<file path="src/hdl/u8dec_pkg.sv">
`timescale 1ns / 1ps
// ----------------------------------------------------------------------------
// u8dec_pkg
// Types and byte classification constants for the UTF-8 stream decoder.
// ----------------------------------------------------------------------------
package u8dec_pkg;

    localparam int CP_W = 21;

    // Lead byte classes: (byte & MASK) == CODE
    localparam logic [7:0] ASCII_MASK = 8'h80;
    localparam logic [7:0] LEAD2_MASK = 8'hE0;
    localparam logic [7:0] LEAD2_CODE = 8'hC0;
    localparam logic [7:0] LEAD3_MASK = 8'hF0;
    localparam logic [7:0] LEAD3_CODE = 8'hE0;
    localparam logic [7:0] LEAD4_MASK = 8'hF8;
    localparam logic [7:0] LEAD4_CODE = 8'hF0;

    // Payload bits kept from lead and following bytes
    localparam logic [7:0] LEAD2_BITS = 8'h1F;
    localparam logic [7:0] LEAD3_BITS = 8'h0F;
    localparam logic [7:0] LEAD4_BITS = 8'h07;
    localparam logic [7:0] CONT_BITS  = 8'h3F;

    // Following bytes expected after each lead class
    localparam logic [1:0] PEND_NONE  = 2'd0;
    localparam logic [1:0] PEND_ONE   = 2'd1;
    localparam logic [1:0] PEND_TWO   = 2'd2;
    localparam logic [1:0] PEND_THREE = 2'd3;

    localparam logic [CP_W-1:0] REPLACEMENT_CP = 21'h00FFFD;

    typedef struct packed {
        logic [CP_W-1:0] code_point;
        logic            final_code;
    } result_t;

endpackage

</file>
<file path="src/hdl/u8dec_step.sv">
`timescale 1ns / 1ps
// ----------------------------------------------------------------------------
// u8dec_step
// Holds the sequence state and decodes one byte per accepted word.
// ----------------------------------------------------------------------------
module u8dec_step
    import u8dec_pkg::*;
(
    input  logic       clk,
    input  logic       rst_n,
    input  logic       accept,
    input  logic [7:0] in_byte,
    input  logic       final_byte,
    output logic       res_valid,
    output result_t    res
);

    logic [1:0]      pend_reg;
    logic [1:0]      pend_next;
    logic [CP_W-1:0] part_reg;
    logic [CP_W-1:0] part_next;
    logic [1:0]      pend_dec;
    logic [CP_W-1:0] part_shift;
    logic [7:0]      lead_bits;
    logic [1:0]      lead_pend;
    logic            lead_ok;
    logic [CP_W-1:0] lead_val;

    // Shift in six bits of a following byte
    assign pend_dec   = pend_reg - 2'd1;
    assign part_shift = {part_reg[CP_W-7:0], in_byte[5:0] & CONT_BITS[5:0]};
    assign lead_val   = {{(CP_W-8){1'b0}}, in_byte & lead_bits};

    // Classify a lead byte; order matters since the masks nest
    always_comb
    begin
        lead_ok   = 1'b1;
        lead_pend = PEND_NONE;
        lead_bits = 8'h00;
        priority if ((in_byte & LEAD2_MASK) == LEAD2_CODE)
        begin
            lead_pend = PEND_ONE;
            lead_bits = LEAD2_BITS;
        end
        else if ((in_byte & LEAD3_MASK) == LEAD3_CODE)
        begin
            lead_pend = PEND_TWO;
            lead_bits = LEAD3_BITS;
        end
        else if ((in_byte & LEAD4_MASK) == LEAD4_CODE)
        begin
            lead_pend = PEND_THREE;
            lead_bits = LEAD4_BITS;
        end
        else
        begin
            lead_ok = 1'b0;
        end
    end

    // Decide result and next state
    always_comb
    begin
        res_valid      = 1'b0;
        res.code_point = part_shift;
        res.final_code = final_byte;
        pend_next      = PEND_NONE;
        part_next      = '0;
        if (pend_reg != PEND_NONE)
        begin
            if (pend_dec != PEND_NONE && !final_byte)
            begin
                pend_next = pend_dec;
                part_next = part_shift;
            end
            else
            begin
                res_valid = 1'b1;
            end
        end
        else if ((in_byte & ASCII_MASK) == 8'h00)
        begin
            res_valid      = 1'b1;
            res.code_point = {{(CP_W-8){1'b0}}, in_byte};
        end
        else if (!lead_ok)
        begin
            res_valid      = 1'b1;
            res.code_point = REPLACEMENT_CP;
        end
        else if (final_byte)
        begin
            // String ends on a lead byte: emit its payload
            res_valid      = 1'b1;
            res.code_point = lead_val;
        end
        else
        begin
            pend_next = lead_pend;
            part_next = lead_val;
        end
    end

    // Advance state on each accepted word
    always_ff @(posedge clk or negedge rst_n)
    begin
        if (!rst_n)
        begin
            pend_reg <= PEND_NONE;
            part_reg <= '0;
        end
        else if (accept)
        begin
            pend_reg <= pend_next;
            part_reg <= part_next;
        end
    end

endmodule

</file>
<file path="src/hdl/u8dec_out_buf.sv">
`timescale 1ns / 1ps
// ----------------------------------------------------------------------------
// u8dec_out_buf
// Result register with one skid entry, so the input side can stall on a registered full flag.
// ----------------------------------------------------------------------------
module u8dec_out_buf
    import u8dec_pkg::*;
(
    input  logic    clk,
    input  logic    rst_n,
    input  logic    push,
    input  result_t push_data,
    output logic    full,
    output logic    out_valid,
    input  logic    out_stall,
    output result_t out_data
);

    logic    out_valid_reg;
    logic    skid_valid_reg;
    result_t out_data_reg;
    result_t skid_data_reg;
    logic    pop;

    assign pop       = out_valid_reg && !out_stall;
    assign full      = skid_valid_reg;
    assign out_valid = out_valid_reg;
    assign out_data  = out_data_reg;

    // Control: refill from skid first, else take the new word or park it
    always_ff @(posedge clk or negedge rst_n)
    begin
        if (!rst_n)
        begin
            out_valid_reg  <= 1'b0;
            skid_valid_reg <= 1'b0;
        end
        else if (skid_valid_reg)
        begin
            if (pop)
            begin
                skid_valid_reg <= 1'b0;
            end
        end
        else if (push)
        begin
            if (out_valid_reg && !pop)
            begin
                skid_valid_reg <= 1'b1;
            end
            else
            begin
                out_valid_reg <= 1'b1;
            end
        end
        else if (pop)
        begin
            out_valid_reg <= 1'b0;
        end
    end

    // Payload: hold while stalled
    always_ff @(posedge clk)
    begin
        if (skid_valid_reg)
        begin
            if (pop)
            begin
                out_data_reg <= skid_data_reg;
            end
        end
        else if (push)
        begin
            if (out_valid_reg && !pop)
            begin
                skid_data_reg <= push_data;
            end
            else
            begin
                out_data_reg <= push_data;
            end
        end
    end

endmodule

</file>
<file path="src/hdl/utf8_to_utf32_stream_decoder_unit.sv">
`timescale 1ns / 1ps
// ----------------------------------------------------------------------------
// utf8_to_utf32_stream_decoder_unit
// Decodes a UTF-8 byte stream into UTF-32 code points.
// ----------------------------------------------------------------------------
// Input channel: byte_valid / byte_stall carry in_byte and final_byte; a word
// moves at a clock edge with valid high and stall low. final_byte marks the
// last byte of a string.
// Output channel: code_valid / code_stall carry code_point and final_code.
// A byte completing a character (or an ASCII byte, an invalid lead byte, or
// any final byte) yields one code point; other bytes yield none.
// Throughput: one byte per cycle while byte_stall is low. The code point is
// written to the result register, or parked in the skid entry, as the byte
// that completes it is taken; the decode is a single pass from the sequence
// state register into the result register. When the receiver stalls, one more
// result is parked in the skid entry and byte_stall rises with it; it falls
// once the stall clears. Reset (rst_n low, asynchronous) clears the sequence
// state and empties the result register and skid entry.
// ----------------------------------------------------------------------------
module utf8_to_utf32_stream_decoder_unit
    import u8dec_pkg::*;
(
    input  logic            clk,
    input  logic            rst_n,
    input  logic            byte_valid,
    output logic            byte_stall,
    input  logic [7:0]      in_byte,
    input  logic            final_byte,
    output logic            code_valid,
    input  logic            code_stall,
    output logic [CP_W-1:0] code_point,
    output logic            final_code
);

    logic    accept;
    logic    res_valid;
    logic    buf_full;
    result_t res;
    result_t out_data;

    // Take a word whenever the skid entry is free
    assign byte_stall = buf_full;
    assign accept     = byte_valid && !buf_full;

    u8dec_step u_step (
        .clk        (clk),
        .rst_n      (rst_n),
        .accept     (accept),
        .in_byte    (in_byte),
        .final_byte (final_byte),
        .res_valid  (res_valid),
        .res        (res)
    );

    u8dec_out_buf u_out (
        .clk       (clk),
        .rst_n     (rst_n),
        .push      (accept && res_valid),
        .push_data (res),
        .full      (buf_full),
        .out_valid (code_valid),
        .out_stall (code_stall),
        .out_data  (out_data)
    );

    assign code_point = out_data.code_point;
    assign final_code = out_data.final_code;

endmodule

</file>
<file path="config.mk">
export PLATFORM = sky130hd
export DESIGN_NAME = utf8_to_utf32_stream_decoder_unit
export DESIGN_NICKNAME = d
export VERILOG_FILES = /design/src/hdl/u8dec_pkg.sv /design/src/hdl/u8dec_step.sv /design/src/hdl/u8dec_out_buf.sv /design/src/hdl/utf8_to_utf32_stream_decoder_unit.sv
export SDC_FILE = /design/constraint.sdc
export NUM_CORES = 1
export LEC_CHECK = 0
export BUFFER_PORTS_ARGS = -buffer_cell sky130_fd_sc_hd__buf_4
export CAP_MARGIN = 10
export CORE_MARGIN = 3
export CORE_UTILIZATION = 35
export CTS_BUF_LIST = sky130_fd_sc_hd__clkbuf_8 sky130_fd_sc_hd__clkbuf_16
export CTS_CLUSTER_SIZE = 30
export DETAILED_ROUTE_END_ITERATION = 12
export PLACE_DENSITY = 0.61
export SLEW_MARGIN = 40
export SYNTH_ARGS = -nofsm -noshare
export SYNTH_HDL_FRONTEND = slang
export SYNTH_HIERARCHICAL = 1
export SYNTH_SLANG_ARGS = --single-unit
export TNS_END_PERCENT = 10
</file>
<file path="constraint.sdc">
create_clock -name clk -period 6.1 [get_ports clk]
set_input_delay 0.61 -clock clk [delete_from_list [all_inputs] [get_ports clk]]
set_output_delay 0.61 -clock clk [all_outputs]
set_load 0.02 [all_outputs]
</file>
* Yosys cells after proc, flatten, opt, wreduce, memory -nomap -nowiden
Index checks and enable logic that the tools add are counted.
Word-level totals: logic and storage cells 73, output and inout bits 24, register bits after elaboration 63
Operators by class: equal/unequal tests 6, reductions and logical operators 17, $add $sub $neg 1, muxes and demuxes 39, bitwise logic cells 2
Operators by type and width (number):
- two-way mux 22 bit | 4
- two-way mux 21 bit | 4
- two-way mux 15 bit | 4
- two-way mux 8 bit | 3
- two-way mux 2 bit | 8
- two-way mux 1 bit | 15
- AND reduction 3 bit | 3
- bitwise AND 8 bit | 1
- logical NOT 8 bit | 1
- nonzero test 2 bit | 4
- equality test 5 bit (second input constant) | 1
- logical AND 1 bit | 5
- equality test 4 bit (second input constant) | 1
- logical NOT 1 bit | 4
- != test 2 bit (second input constant) | 2
- equality test 3 bit (second input constant) | 1
- two-way mux 3 bit | 1
- != test 2 x 1 -> 1 bit (second input constant) | 1
- subtractor 2 x 1 -> 2 bit (second input constant) | 1
- NOT 1 bit | 1

* Logic depth before layout (Yosys ltp)
Gate-level depths: netlist (run 1).
word-level depth 12, depth in mapped cells 8, depth with buffers taken out 7

* Cells and area by module
Netlist (run 1), hierarchy kept.
By module, submodules not included:
- u8dec_out_buf | cells an instance 81, times used 1, area each 1776.7 sq um, seq. area each 1371.3 sq um
- u8dec_step | cells an instance 98, times used 1, area each 1023.5 sq um, seq. area each 425.4 sq um
- utf8_to_utf32_stream_decoder_unit | cells an instance 2, times used 1, area each 15.0 sq um, seq. area each 0.0 sq um

* Worst setup path before layout (run 1)
OpenSTA, ideal clock, no wires.
kind input to register, from input in_byte[5], to register u_out.out_data_reg (netlist bit u_out/out_data[0]), enable pin, cell stages on the path 7, arrival time 3.019 ns, setup slack 2.646 ns, setup time 0.435 ns, buffers on the path 1, required time 5.665 ns, path through buf_4 and3_1 o21ai_4 nand4b_1 and3b_1 nand2b_1 a21boi_0
On the way: word-level cells in the longest chain between the ends 10, elaborated cells between the ends (all ways) 12
Ends and longest elaborated chain:
- from (decl) | RTL line utf8_to_utf32_stream_decoder_unit.sv:27 | input logic [7:0] in_byte,
- equality test 5 bit | RTL line u8dec_step.sv:50 | else if ((in_byte & LEAD4_MASK) == LEAD4_CODE)
- two-way mux 1 bit | RTL line u8dec_step.sv:50
- two-way mux 1 bit | RTL line u8dec_step.sv:45 | else if ((in_byte & LEAD3_MASK) == LEAD3_CODE)
- two-way mux 1 bit (*) | RTL line u8dec_step.sv:40 | priority if ((in_byte & LEAD2_MASK) == LEAD2_CODE)
- two-way mux 1 bit (*) | RTL line u8dec_step.sv:86 | else if (!lead_ok)
- two-way mux 1 bit (*) | RTL line u8dec_step.sv:81 | else if ((in_byte & ASCII_MASK) == 8'h00)
- two-way mux 1 bit (*) | RTL line u8dec_step.sv:69 | if (pend_reg != PEND_NONE)
- via res_valid | RTL line utf8_to_utf32_stream_decoder_unit.sv:36 | logic res_valid;
- logical AND 1 bit (*) | RTL line utf8_to_utf32_stream_decoder_unit.sv:58 | .push (accept && res_valid),
- nonzero test 2 bit (no line) (*)
- AND reduction 3 bit (no line) (*)
- to (signal assigned) | RTL line u8dec_out_buf.sv:69 | out_data_reg <= skid_data_reg;
- to (signal assigned) | RTL line u8dec_out_buf.sv:80 | out_data_reg <= push_data;
- to (decl) | RTL line u8dec_out_buf.sv:21 | result_t out_data_reg;
The timed path passes the listed nets; every way through them passes the cells marked *. A chain may end at the register's enable or synchronous reset.

* Worst setup path in the final report (run 1)
from register u_step.pend_reg[0], to register u_out.out_data_reg (netlist bit u_out/out_data[20]), enable pin
On the way: word-level cells in the longest chain between the ends 8, elaborated cells between the ends (all ways) 9
Ends and longest elaborated chain:
- from (decl) | RTL line u8dec_step.sv:18 | logic [1:0] pend_reg;
- from (signal assigned) | RTL line u8dec_step.sv:114 | pend_reg <= pend_next;
- subtractor 2 x 1 -> 2 bit | RTL line u8dec_step.sv:30 | assign pend_dec = pend_reg - 2'd1;
- nonzero test 2 bit | RTL line u8dec_step.sv:71 | if (pend_dec != PEND_NONE && !final_byte)
- logical AND 1 bit | RTL line u8dec_step.sv:71
- two-way mux 1 bit | RTL line u8dec_step.sv:71
- two-way mux 1 bit (*) | RTL line u8dec_step.sv:69
- via res_valid | RTL line utf8_to_utf32_stream_decoder_unit.sv:36
- logical AND 1 bit (*) | RTL line utf8_to_utf32_stream_decoder_unit.sv:58
- nonzero test 2 bit (no line) (*)
- AND reduction 3 bit (no line) (*)
Marked as above.

==> results of run 1 <==
==> kinds of logic after synthesis <==
family / after synthesis / synth area share
and+or+nand+nor: 39 / 0.0836
AOI/OAI and AO/OA: 41 / 0.120
muxes: 22 / 0.111
DFF: 63 / 0.638
buffers and inverters: 14 / 0.0391
adders and majority gates: 2 / 0.00889
==> power groups by stage <==
stage	Combinational (mW)	Sequential, mW	Clock, mW
6_report	0.593	0.635	0.400
5_1_grt	0.648	0.645	0.433
4_1_cts	0.603	0.636	0.410
3_5_place_dp	0.600	0.646	0
3_3_place_gp	0.592	0.644	0
2_1_floorplan	0.368	0.733	0
==> layer usage <==
layer | vias up | wire length, µm | part of all wire
li1 | 779 | - | -
met1 | 803 | 2250 | 0.45
met2 | 55 | 2320 | 0.47
met3 | 7 | 318 | 0.064
met4 | 0 | 82 | 0.016
met5 | - | 0 | 0
==> worst reg2reg max path, stage by stage, from the launching register on <==
cell and delay, ps:
dfrtp_1 410, inv_1 70, ha_1 550, o21ai_4 210, nand4b_1 140, and3b_1 180
nand2b_1 110, a21boi_2 150, buf_4 310
==> synth_stat cells (2+ instances only) <==
cell      count
edfxtp_1     44
dfrtp_1      19
mux2_4       17
a21o_1       10
a22o_1       10
and3_1        8
nand2_1       7
nand2b_1      6
a32o_1        5
mux2_2        5
buf_4         4
inv_1         4
nor2b_1       4
a21oi_1       3
buf_6         2
ha_1          2
nand2_2       2
nand3_1       2
nor2_1        2
o21ai_0       2
o32ai_1       2
or2_2         2
==> final cells by class <==
class / count / area, µm²
sequential: 63 / 1800
multi-input combinational: 104 / 912
inverter: 5 / 18.8
clock buffer: 9 / 124
tap: 102 / 128
timing repair buffer: 39 / 293
fill: 734 / 4400
clock inverter: 7 / 96.3
==> worst paths after layout <==
path                       cells after the start                               to                       startpoint  slack [ps]
max                                            8     u_out/out_data[20]$_DFFE_PP_   u_step/pend_reg[0]$_DFFE_PN0P_        3640
max reg2reg                                    8     u_out/out_data[20]$_DFFE_PP_   u_step/pend_reg[0]$_DFFE_PN0P_        3640
min in group clk                               1  u_step/part_reg[11]$_DFFE_PN0P_  u_step/part_reg[11]$_DFFE_PN0P_         500
max in group asynchronous                      1  u_step/part_reg[13]$_DFFE_PN0P_                            rst_n        5750
min reg2reg                                    1  u_step/part_reg[11]$_DFFE_PN0P_  u_step/part_reg[11]$_DFFE_PN0P_         500
min                                            1   u_step/pend_reg[0]$_DFFE_PN0P_                            rst_n         140
==> impl_metrics.py, run 1 <==
metrics = {
    "synthesis": {
        "ys_dominant_reg_cell": "edfxtp_1",
        "synth_seq_area_share": 0.638,
        "syn-cell-area_um2": 2820,
        "post_synth_inst_count": 181,
        "ys_ff_latch": 63,
        "synthArstFlopShare": 0.302,
        "postSynthNetCount": 196,
        "syn_area_per_cell_um2": 15.6,
        "ys_warn_count": 6,
        "synth_enable_flop_cells": 44,
        "synth_top_cells_by_area": "edfxtp_1 47%, dfrtp_1 17%, mux2_4 9.1%",
        "synth_largest_area_cell": "edfxtp_1",
        "synth_cell_types": 41,
        "synth.top_cell.area_share": 0.469,
    },
    "cells_and_area": {
        "layout_commonest_cell": "edfxtp_1",
        "layout-drive-gt1-share": 0.383,
        "final_core_utilization": 0.434,
        "num-nets-final": 237,
        "diodes": 0,
        "final-instance-count-excl-fill": 329,
        "layout.cells.most_common_list": "44 x edfxtp_1, 39 x buf_4, 19 x dfrtp_1",
        "design_area_um2": 3370,
        "areaGrowthSynthToFinish_pct": 19.6,
    },
    "timing": {
        "rsz0062_at_grt": "no",
        "post-route-period-util": 0.403,
        "setup_viol_count_final": 0,
        "postLayoutSetupSlackWorst_ps": 3640,
        "final.setup_skew_ps": 4.16,
        "max_freq_mhz": 406,
        "slew_headroom": 0.536,
        "final_hold_viol_count": 0,
        "post-route-min-period_ps": 2460,
        "tns_ps": 0,
        "final-max-slew-violation-count": 0,
        "max_slew.worst_pin.slew_ps": 696,
        "holdWs_ps": 136,
    },
    "power_and_ir_drop": {
        "p_switching_mw": 0.543,
        "power.static_leakage_nw": 1.44,
        "power_mw": 1.63,
        "comb_pwr_share": 0.364,
        "power.density_nw_per_um2": 484,
        "p_clk_frac": 0.246,
        "cellInternalPower_mw": 1.09,
        "ir_worst_vdd_mv": 0.243,
        "sw_frac_of_total": 0.334,
        "p_seq_frac": 0.390,
    },
    "setup_path": {
        "endpoint_kind": "flip-flop",
        "critical_path_cell_with_the_highest_stage_delay": "ha_1",
        "worstPathRequired_ps": 6110,
        "cp_num_buf_inv": 2,
        "crit_fanout": 22,
        "timing.critical_path.slowest_cell_delay_ps": 550,
        "crit_path_cell_trace": "inv_1, ha_1, o21ai_4, nand4b_1, and3b_1, nand2b_1, a21boi_2, buf_4",
        "nature_of_the_critical_path_startpoint": "flip-flop",
        "worst-setup-path-type": "flip-flop to flip-flop",
        "timing.critical_path.max_delay_family": "adder cells",
        "worstPathArrival_ps": 2470,
    },
    "global_route": {
        "first_global_vias": 1593,
        "maximum_number_of_pins_on_one_net_before_global_route_repair": 30,
        "grt_util_all_layers": 0.123,
        "globalRoute.totalOverflow": 0,
        "grt-busiest-layer": "met2",
        "gr-usage-met3": 0.0403,
        "first_pass_grt_wire_length_um": 8370,
        "fraction_of_met2_tracks_used_by_global_routing": 0.178,
        "grt_antenna_before_repair": 0,
        "gr-usage-met1": 0.168,
    },
    "clock_tree": {
        "num_cts_buffers": 9,
        "post-cts-setup-buffer-count": 0,
        "ctsLongestPathBuffers": 2,
        "insertion_delay_ps": 340,
        "cts.htree.levels": 3,
        "ctsResizeCount": 0,
        "tritoncts": "built",
        "root_buffer_cell": "clkbuf_8",
        "cts.sinks": 63,
        "number_of_hold_buffers_added_after_cts": 0,
        "cts.clk_slew.worst_paths_ps": 70,
    },
    "routing": {
        "ant_nets": 0,
        "routed_wirelength_um": 4970,
        "num_vias": 1644,
        "detailedRoute.firstIterationViolations": 108,
        "avgViaCountPerCell": 5.00,
        "route.detailed.wl_per_inst_um": 15.1,
        "drcViolationCount": 0,
        "drt_pass1_iterations": 4,
    },
    "min_path": {
        "worst_hold_path_type": "input port to asynchronous set/reset pin",
    },
    "placement": {
        "detailedPlacementHpwl_um": 3240,
        "numPortBuffers": 36,
        "preCtsSetupSlack_ps": 3670,
        "post-place-cells": 313,
        "placed_cell_area_um2": 3150,
        "routabilityCongestion": 0.848,
    },
    "floorplanning": {
        "fp.dieH_um": 95.7,
        "chipWidth_um": 95.7,
        "num_io_pins": 37,
        "placeableCoreArea_um2": 7770,
        "design.die.area_um2": 9160,
        "number_of_placement_rows": 32,
        "floorplan.initialDensity": 0.362,
    },
    "status": {
        "run_status": "finished clean",
    },
    "job": {
        "maxCapViolations": 0,
    },
}
(Power assumes the default switching activity.)
==> inputs of run 2 (changes only) <==
Settings changed: PLACE_DENSITY 0.61 to 0.63.
Clock period 6.1 ns to 2.2 ns, I/O delays scaled along.
==> run 2 against run 1 <==
Effect of this change:
- sequential share of layout area decreased by 0.74 points
- worst setup slack got worse by 3500 ps
- first-iteration DRC count down 19%
- largest power group unchanged
- clock-buffer cell count is 1 higher
- largest cell class unchanged
- design area grew 1.4%
- critical path depth is the same
- highest routed layer unchanged
- critical path type unchanged
- die area unchanged
==> impl_metrics.py, run 2 (synthesized netlist as in run 1, its figures left out) <==
metrics = {
    "status": {
        "run_status": "finished clean",
    },
    "timing": {
        "tns_ps": 0,
        "max_slew.worst_pin.slew_ps": 600,
        "setup_viol_count_final": 0,
        "final-max-slew-violation-count": 0,
        "slew_headroom": 0.600,
        "post-route-period-util": 0.926,
        "max_freq_mhz": 491,
        "postLayoutSetupSlackWorst_ps": 163,
        "post-route-min-period_ps": 2040,
        "final_hold_viol_count": 0,
        "final.setup_skew_ps": 7.59,
        "rsz0062_at_grt": "no",
    },
    "cells_and_area": {
        "final-instance-count-excl-fill": 333,
        "areaGrowthSynthToFinish_pct": 21.3,
        "design_area_um2": 3420,
        "final_core_utilization": 0.440,
        "layout.cells.most_common_list": "44 x edfxtp_1, 40 x buf_4, 19 x dfrtp_1",
        "diodes": 0,
        "layout_commonest_cell": "edfxtp_1",
        "layout-drive-gt1-share": 0.394,
        "num-nets-final": 241,
    },
    "setup_path": {
        "reg2reg_depth": 8,
        "worstPathRequired_ps": 2280,
        "endpoint_kind": "flip-flop",
        "critical_path_cell_with_the_highest_stage_delay": "dfrtp_1",
        "critical_path.reg2reg.endpoint": "u_out/out_data[7]$_DFFE_PP_",
        "worstPathArrival_ps": 2110,
        "r2r-start": "u_step/pend_reg[0]$_DFFE_PN0P_",
        "cp_common_cell": "buf_4",
        "crit_path_cell_trace": "inv_1, ha_2, buf_4, nand2_1, a21oi_2, buf_4, a211o_1, mux2_4",
        "worstSetupStartpoint": "u_step/pend_reg[0]$_DFFE_PN0P_",
        "r2r_setup_slack_ps": 160,
        "crit_fanout": 12,
        "nature_of_the_critical_path_startpoint": "flip-flop",
        "timing.critical_path.slowest_cell_delay_ps": 400,
        "worst-setup-path-type": "flip-flop to flip-flop",
    },
    "placement": {
        "post-place-cells": 316,
        "preCtsSetupSlack_ps": 113,
        "numPortBuffers": 36,
        "routabilityCongestion": 0.857,
        "detailedPlacementHpwl_um": 3450,
        "placed_cell_area_um2": 3210,
    },
    "clock_tree": {
        "root_buffer_cell": "clkbuf_8",
        "cts.sinks": 63,
        "ctsLongestPathBuffers": 2,
        "num_cts_buffers": 9,
        "cts.clk_slew.worst_paths_ps": 70,
        "tritoncts": "built",
        "post-cts-setup-buffer-count": 0,
        "insertion_delay_ps": 330,
        "cts.htree.levels": 3,
    },
    "power_and_ir_drop": {
        "power.static_leakage_nw": 1.47,
        "ir_worst_vdd_mv": 0.568,
        "power.density_nw_per_um2": 1330,
    },
    "floorplanning": {
        "placeableCoreArea_um2": 7770,
        "chipWidth_um": 95.7,
        "number_of_placement_rows": 32,
        "floorplan.initialDensity": 0.362,
        "fp.dieH_um": 95.7,
        "num_io_pins": 37,
        "design.die.area_um2": 9160,
    },
    "min_path": {
        "hold_depth": 3,
        "worst_hold_path_type": "input port to flip-flop",
        "timing.hold.worst.start": "code_stall",
        "whs_endpoint": "u_out/out_valid$_DFFE_PN0P_",
    },
    "global_route": {
        "globalRoute.totalOverflow": 0,
        "first_pass_grt_wire_length_um": 8570,
        "grt_util_all_layers": 0.124,
        "maximum_number_of_pins_on_one_net_before_global_route_repair": 26,
        "grt_antenna_before_repair": 0,
        "first_global_vias": 1658,
    },
    "routing": {
        "drt_pass1_iterations": 4,
        "route.detailed.wl_per_inst_um": 15.8,
        "routed_wirelength_um": 5260,
        "met2RoutedLength_um": 2500,
        "detailedRoute.firstIterationViolations": 87,
        "ant_nets": 0,
        "avgViaCountPerCell": 4.99,
        "drcViolationCount": 0,
        "num_vias": 1663,
        "met1Wirelength_um": 2440,
        "top_signal_layer_used": "met4",
        "met3RoutedLength_um": 252,
    },
    "job": {
        "maxCapViolations": 0,
    },
}
run 2: final cells by class:
class	instances	area (µm²)
Inverter	5	18.8
Multi-Input combinational cell	104	925
Clock inverter	6	60.1
Tap cell	102	128
Timing Repair Buffer	43	350
Sequential cell	63	1800
Fill cell	743	4350
Clock buffer	10	138
run 2: stage by stage:
stage | hold slack, ps | total power [mW]
5_1_grt | 152 | 4.79
6_report | 143 | 4.53
3_5_place_dp | 113 | 3.57
4_1_cts | 133 | 4.57
2_1_floorplan | -75.6 | 3.06
3_3_place_gp | 109 | 3.54
run 2: where the power goes:
| part | switching [mW] | total (mW) | leakage (nW) | internal, mW |
|---|---|---|---|---|
| Sequential | 0.106 | 1.77 | 0.671 | 1.66 |
| Combinational | 0.977 | 1.77 | 0.695 | 0.793 |
| Clock | 0.444 | 0.992 | 0.0997 | 0.548 |
| Total | 1.53 | 4.53 | 1.47 | 3.00 |
run 2: worst max path at each step:
| stage | depth (start not counted) | slack (ps) | end |
|---|---|---|---|
| final | 8 | 160 | u_out/out_data[7]$_DFFE_PP_ |
| after global routing | 8 | 60 | u_out/out_data[7]$_DFFE_PP_ |
| after CTS | 8 | 100 | u_out/out_data[7]$_DFFE_PP_ |
| after global placement | 8 | 200 | u_out/out_data[2]$_DFFE_PP_ |
| after detailed placement | 8 | 110 | u_out/out_data[7]$_DFFE_PP_ |
| after floorplan | 8 | -100 | u_out/skid_data_reg[0]$_DFFE_PP_ |
run 2: routing by layer:
metal  up-vias  global-route usage
li1        783                   -
met3         7              0.0260
met5         -                   0
met1       824               0.166
met4         0              0.0533
met2        49               0.195
run 2: repair_timing:
item	4_1_cts	5_1_grt
endpoints found under the setup margin	0	1
endpoints found under the hold margin	19	0
gates resized for setup	0	1
hold buffers	1	0
run 2: critical path: cells and delay by family, from the launching register on:
kind | cells | cell delay, ps
buffers and inverters | 3 | 430
DFF | 1 | 400
AOI/OAI and AO/OA | 2 | 310
muxes | 1 | 270
adders and majority gates | 1 | 240
and+or+nand+nor | 1 | 110
